<file path="src/rtl/alpt_pkg.sv">
// ============================================================================
// Address pool lease table: shared package
// Sizes, opcode and status codes, transaction payloads and the control
// bundle of the shared add/subtract unit.
// ============================================================================
package alpt_pkg;

    // Table size and the widths that follow from it.
    localparam int POOL_ENTRIES = 64;
    localparam int IDX_W        = (POOL_ENTRIES > 1) ? $clog2(POOL_ENTRIES) : 1;
    localparam int CTR_W        = $clog2(POOL_ENTRIES + 1);

    // Fixed field widths.
    localparam int ADDR_W  = 32;
    localparam int MAC_W   = 48;
    localparam int TIME_W  = 32;
    localparam int ENTRY_W = 6;
    localparam int CNT_W   = 7;
    localparam int DATA_W  = 32;
    localparam int PADDR_W = 3;

    // Register map: the index is taken from paddr bit 2.
    localparam logic REG_BASE  = 1'b0;
    localparam logic REG_LEASE = 1'b1;

    localparam logic [TIME_W-1:0] LEASE_RESET = TIME_W'(86400);

    typedef enum logic [1:0] {
        OP_ALLOC   = 2'd0,
        OP_RELEASE = 2'd1,
        OP_LOOKUP  = 2'd2,
        OP_SWEEP   = 2'd3
    } t_opcode;

    typedef enum logic [1:0] {
        ST_OK   = 2'd0,
        ST_FULL = 2'd1,
        ST_NONE = 2'd2
    } t_status;

    typedef struct packed {
        t_opcode             opcode;
        logic [MAC_W-1:0]    hw_mac;
        logic [ADDR_W-1:0]   request_address;
        logic [TIME_W-1:0]   current_time;
    } t_req;

    typedef struct packed {
        t_status             status;
        logic [ADDR_W-1:0]   result_address;
        logic [ENTRY_W-1:0]  entry_number;
        logic [CNT_W-1:0]    freed_count;
    } t_rsp;

    // One lease record as kept in the lease memory.
    typedef struct packed {
        logic [MAC_W-1:0]    mac;
        logic [TIME_W-1:0]   expiry;
    } t_lease;

    typedef enum logic {
        ALU_ADD = 1'b0,
        ALU_SUB = 1'b1
    } t_alu_op;

    typedef struct packed {
        t_alu_op             op;
        logic [ADDR_W-1:0]   a;
        logic [ADDR_W-1:0]   b;
    } t_alu_req;

    typedef struct packed {
        logic                carry;
        logic [ADDR_W-1:0]   sum;
    } t_alu_rsp;

endpackage

</file>
<file path="src/rtl/alpt_alu.sv">
// ============================================================================
// Address pool lease table: shared add/subtract unit
// One 32-bit adder with carry out, used for expiry, address, release offset
// and expiry compare computations in turn.
// ============================================================================
module alpt_alu import alpt_pkg::*; (
    input  t_alu_req i_req,
    output t_alu_rsp o_rsp
);

    logic              w_cin;
    logic [ADDR_W-1:0] w_b;

    // Subtraction is a plus the inverted b plus one; carry out set means no borrow.
    always_comb begin
        w_cin = (i_req.op == ALU_SUB);
        w_b   = w_cin ? ~i_req.b : i_req.b;
        {o_rsp.carry, o_rsp.sum} = {1'b0, i_req.a} + {1'b0, w_b}
                                 + {{ADDR_W{1'b0}}, w_cin};
    end

endmodule

</file>
<file path="config.mk">
export PLATFORM = sky130hd
export DESIGN_NAME = alpt_alu
export DESIGN_NICKNAME = d
export VERILOG_FILES = /design/src/rtl/alpt_pkg.sv /design/src/rtl/alpt_alu.sv
export SDC_FILE = /design/constraint.sdc
export NUM_CORES = 1
export LEC_CHECK = 0
export BUFFER_PORTS_ARGS = -buffer_cell sky130_fd_sc_hd__clkbuf_2
export CORE_MARGIN = 2
export CORE_UTILIZATION = 30
export DETAILED_ROUTE_END_ITERATION = 12
export RECOVER_POWER = 50
export SLEW_MARGIN = 25
export SYNTH_ARGS = -nofsm -noshare
export SYNTH_HDL_FRONTEND = slang
export SYNTH_SLANG_ARGS = --single-unit
</file>
<file path="constraint.sdc">
create_clock -name vclk -period 7
set_input_delay 1.05 -clock vclk [all_inputs]
set_output_delay 1.05 -clock vclk [all_outputs]
set_load 0.03 [all_outputs]
</file>
==> metrics.yaml <==
run_status:
  status: "finished clean"
critical_path:
  critPathSlowestCell: "buf_2"
  required_ns: 5.95
  worst_path_largest_cell_delay_ns: 0.69
  startpoint_type: "input port"
  path_class: "input port to output port"
  cp_top_family: "compound AO/OA/AOI/OAI gates"
  crit_arrival_ns: 4.42
  cpMostUsedCell: "a21oi_1"
  crit_chain: "buf_2, xor2_1, inv_1, fa_1, nor2b_1, o21bai_1, a31oi_1, o22ai_1, a21oi_1, a21oi_1, o31ai_1, clkbuf_2"
  endpoint_kind: "output port"
  cp_max_fo: 32
  worst-path-buf-inv: 3
cells_and_area:
  regArea_sq_um: 0
  seq_cells: 0
  diodes: 0
  final_area_sq_mm: 0.002665
  num-nets-final: 478
  drive_gt1_frac: 0.2314
  fillerInstances: 758
  synthToLayoutAreaGrowth_pct: 26.56
  clkbuf_count: 0
global_route:
  grt_max_degree: 33
  grt_pass1_vias: 2177
  grt-ovfl-total: 0
  grt_first_pass_wirelength_mm: 9.618
  antenna_found_initial: 0
  grt_usage: 0.1481
floorplanning:
  floorplan.initialDensity: 0.3099
  die_w_um: 87.78
  rows: 30
  io_pins: 98
  die_h_um: 87.78
  placeableCoreArea_sq_mm: 0.006794
  dieArea_sq_mm: 0.007705
timing:
  worst_pin_slew_ns: 0.9124
  setup_viol: 0
  grt_setup_unrepaired: "false"
  setup_tns_ns: 0
  final_max_slew_viol_count: 0
  fin_crit_ns: 5.468
  finalCritPeriodShare: 0.7812
  hold_viol_final: 0
  fmax_mhz: 182.9
  slew_headroom: 0.3917
placement:
  dp_hpwl_mm: 5.146
  dpl_cell_area_sq_mm: 0.002684
  portBuffers: 98
  place.gp.congestion: 0.8268
route:
  drtAntennaViolNets: 0
  wl_per_cell_um: 12.89
  route.met3.wl_um: 231
  drc_errors: 0
  vias_per_cell: 5.089
  firstDrtPassIters: 4
  drt-met1-wl_mm: 2.866
  top_layer: "met4"
  drt_iter0_markers: 86
  dr_wl_met2_mm: 2.918
  via_count: 2402
  wirelength_mm: 6.082
pwr:
  switching_share: 0.6565
  internal_power_w: 0.0001659
  pwr-share-comb: 1.000
  ir_drop_mv: 0.05621
  power_density_mw_per_mm2: 181.2
  power_frac_seq: 0
  p_sw_w: 0.0003171
  power.leakage_nw: 1.376
  power.share.clock: 0
clock_tree:
  cts.hold.buffers_added: 0
  cts_resized: 0
  post_cts.repair.setup_buffers: 0
synthesis:
  synth.area.mux_share: 0.009507
  synth-adder-area-share: 0.2115
  synth.area.top_cells: "ha_1 (20%), xor2_1 (17%), a21oi_1 (7.4%), xnor2_1 (7.1%), a21o_1 (5.7%)"
  syn_nets: 386
  yosysSeqAreaShare: 0
  synth_compound_area_frac: 0.3292
  syn-cell-area_sq_mm: 0.002106
  synth_cell_types: 46
  yosys.area_share.simple: 0.1771
  yosys.area.top_type: "ha_1"
  netlist_instances: 286
  ys.warnings.count: 0
  synth_top_family_by_area: "compound AO/OA/AOI/OAI gates"
  synthDominantCellAreaShare: 0.2020
  syn_area_per_cell_sq_um: 7.363
  synthXorXnorAreaFrac: 0.2412
job:
  maxCapViolCount: 0
min_path:
  holdCritPathClass: "input port to output port"
Yosys cell counts, types with 2 or more instances:
cell type  instances
buf_2              2
and3_1             6
or3_1              2
a211o_1            3
a21boi_0           2
a211oi_1           4
xor2_1            41
xnor2_1           17
nand3_1           12
and2_1             4
nor3_1             3
nor2b_1            5
a31oi_1            2
a21oi_1           31
o21bai_1           6
nor2_1            10
nand2_1           19
ha_1              34
nand4_1            3
inv_1              9
o21a_1             5
a21o_1            16
o21ai_0            8
o31ai_1            4
o211ai_1           5
clkbuf_1           6
a221o_1            3
o22ai_1            3
nand2b_1           2
mux2i_1            2
o221ai_1           2
logic make-up after synthesis:
logic type,count (synthesis)
compound gates,102
xor+xnor,58
buf+inv,17
mux,2
fa+ha+maj,35
simple gates,72
layout make-up:
type	count	area [sq um]	area share
multi-input combinational	269	2039	0.7653
timing repair buffer	98	471.7	0.1770
tap	96	120.1	0.04507
inverter	9	33.78	0.01268
layer usage:
metal,vias to the layer above,track usage
met5,-,0
met2,56,0.2700
li1,1250,-
met3,6,0.002828
met4,0,0.01399
met1,1090,0.2016
through the flow:
stage / std cells / hold WS, ns / total power (W) / setup slack (ns) / util
2_1_floorplan: 286 / 2.272 / 0.0003614 / 1.555 / -
3_3_place_gp: 472 / 2.437 / 0.0004884 / 1.499 / 0.3950
3_5_place_dp: 472 / 2.440 / 0.0004896 / 1.357 / 0.3950
4_1_cts: 472 / 2.440 / 0.0004915 / 1.355 / 0.3950
5_1_grt: 472 / 2.498 / 0.0005248 / 1.132 / 0.3923
6_report: 472 / 2.467 / 0.0004830 / 1.532 / 0.3923
power groups by stage:
stage	Clock [W]	Combinational, W	Sequential (W)
after floorplan	0	0.000361	0
after global placement	0	0.000488	0
after detailed placement	0	0.000490	0
after CTS	0	0.000491	0
after global routing	0	0.000525	0
final	0	0.000483	0
path summary, 6_finish.rpt:
check | startpoint | endpoint | slack, ns | cells after the start
worst max-delay path | i_req[64] | o_rsp[32] | 1.53 | 12
worst min-delay path | i_req[32] | o_rsp[0] | 2.47 | 3
cell usage in the layout, fill, tap and decap left out, drive strengths merged, types with 3 or more instances in the layout:
cell type  synthesis  final
o21a               5      5
o211ai             5      5
nand4              3      3
a211o              3      3
a21o              16     16
a211oi             4      4
nor2b              5      5
xor2              41     41
nand3             12     12
o22ai              3      3
o21ai              9      9
xnor2             17     17
ha                34     34
inv                9      9
and2               4      4
o31ai              4      4
a221o              3      3
nor2              10     10
nand2             19     19
nor3               3      3
and3               6      6
clkbuf             6     97
o21bai             6      6
a21oi             31     31
Power figures use the tool's default switching activity.
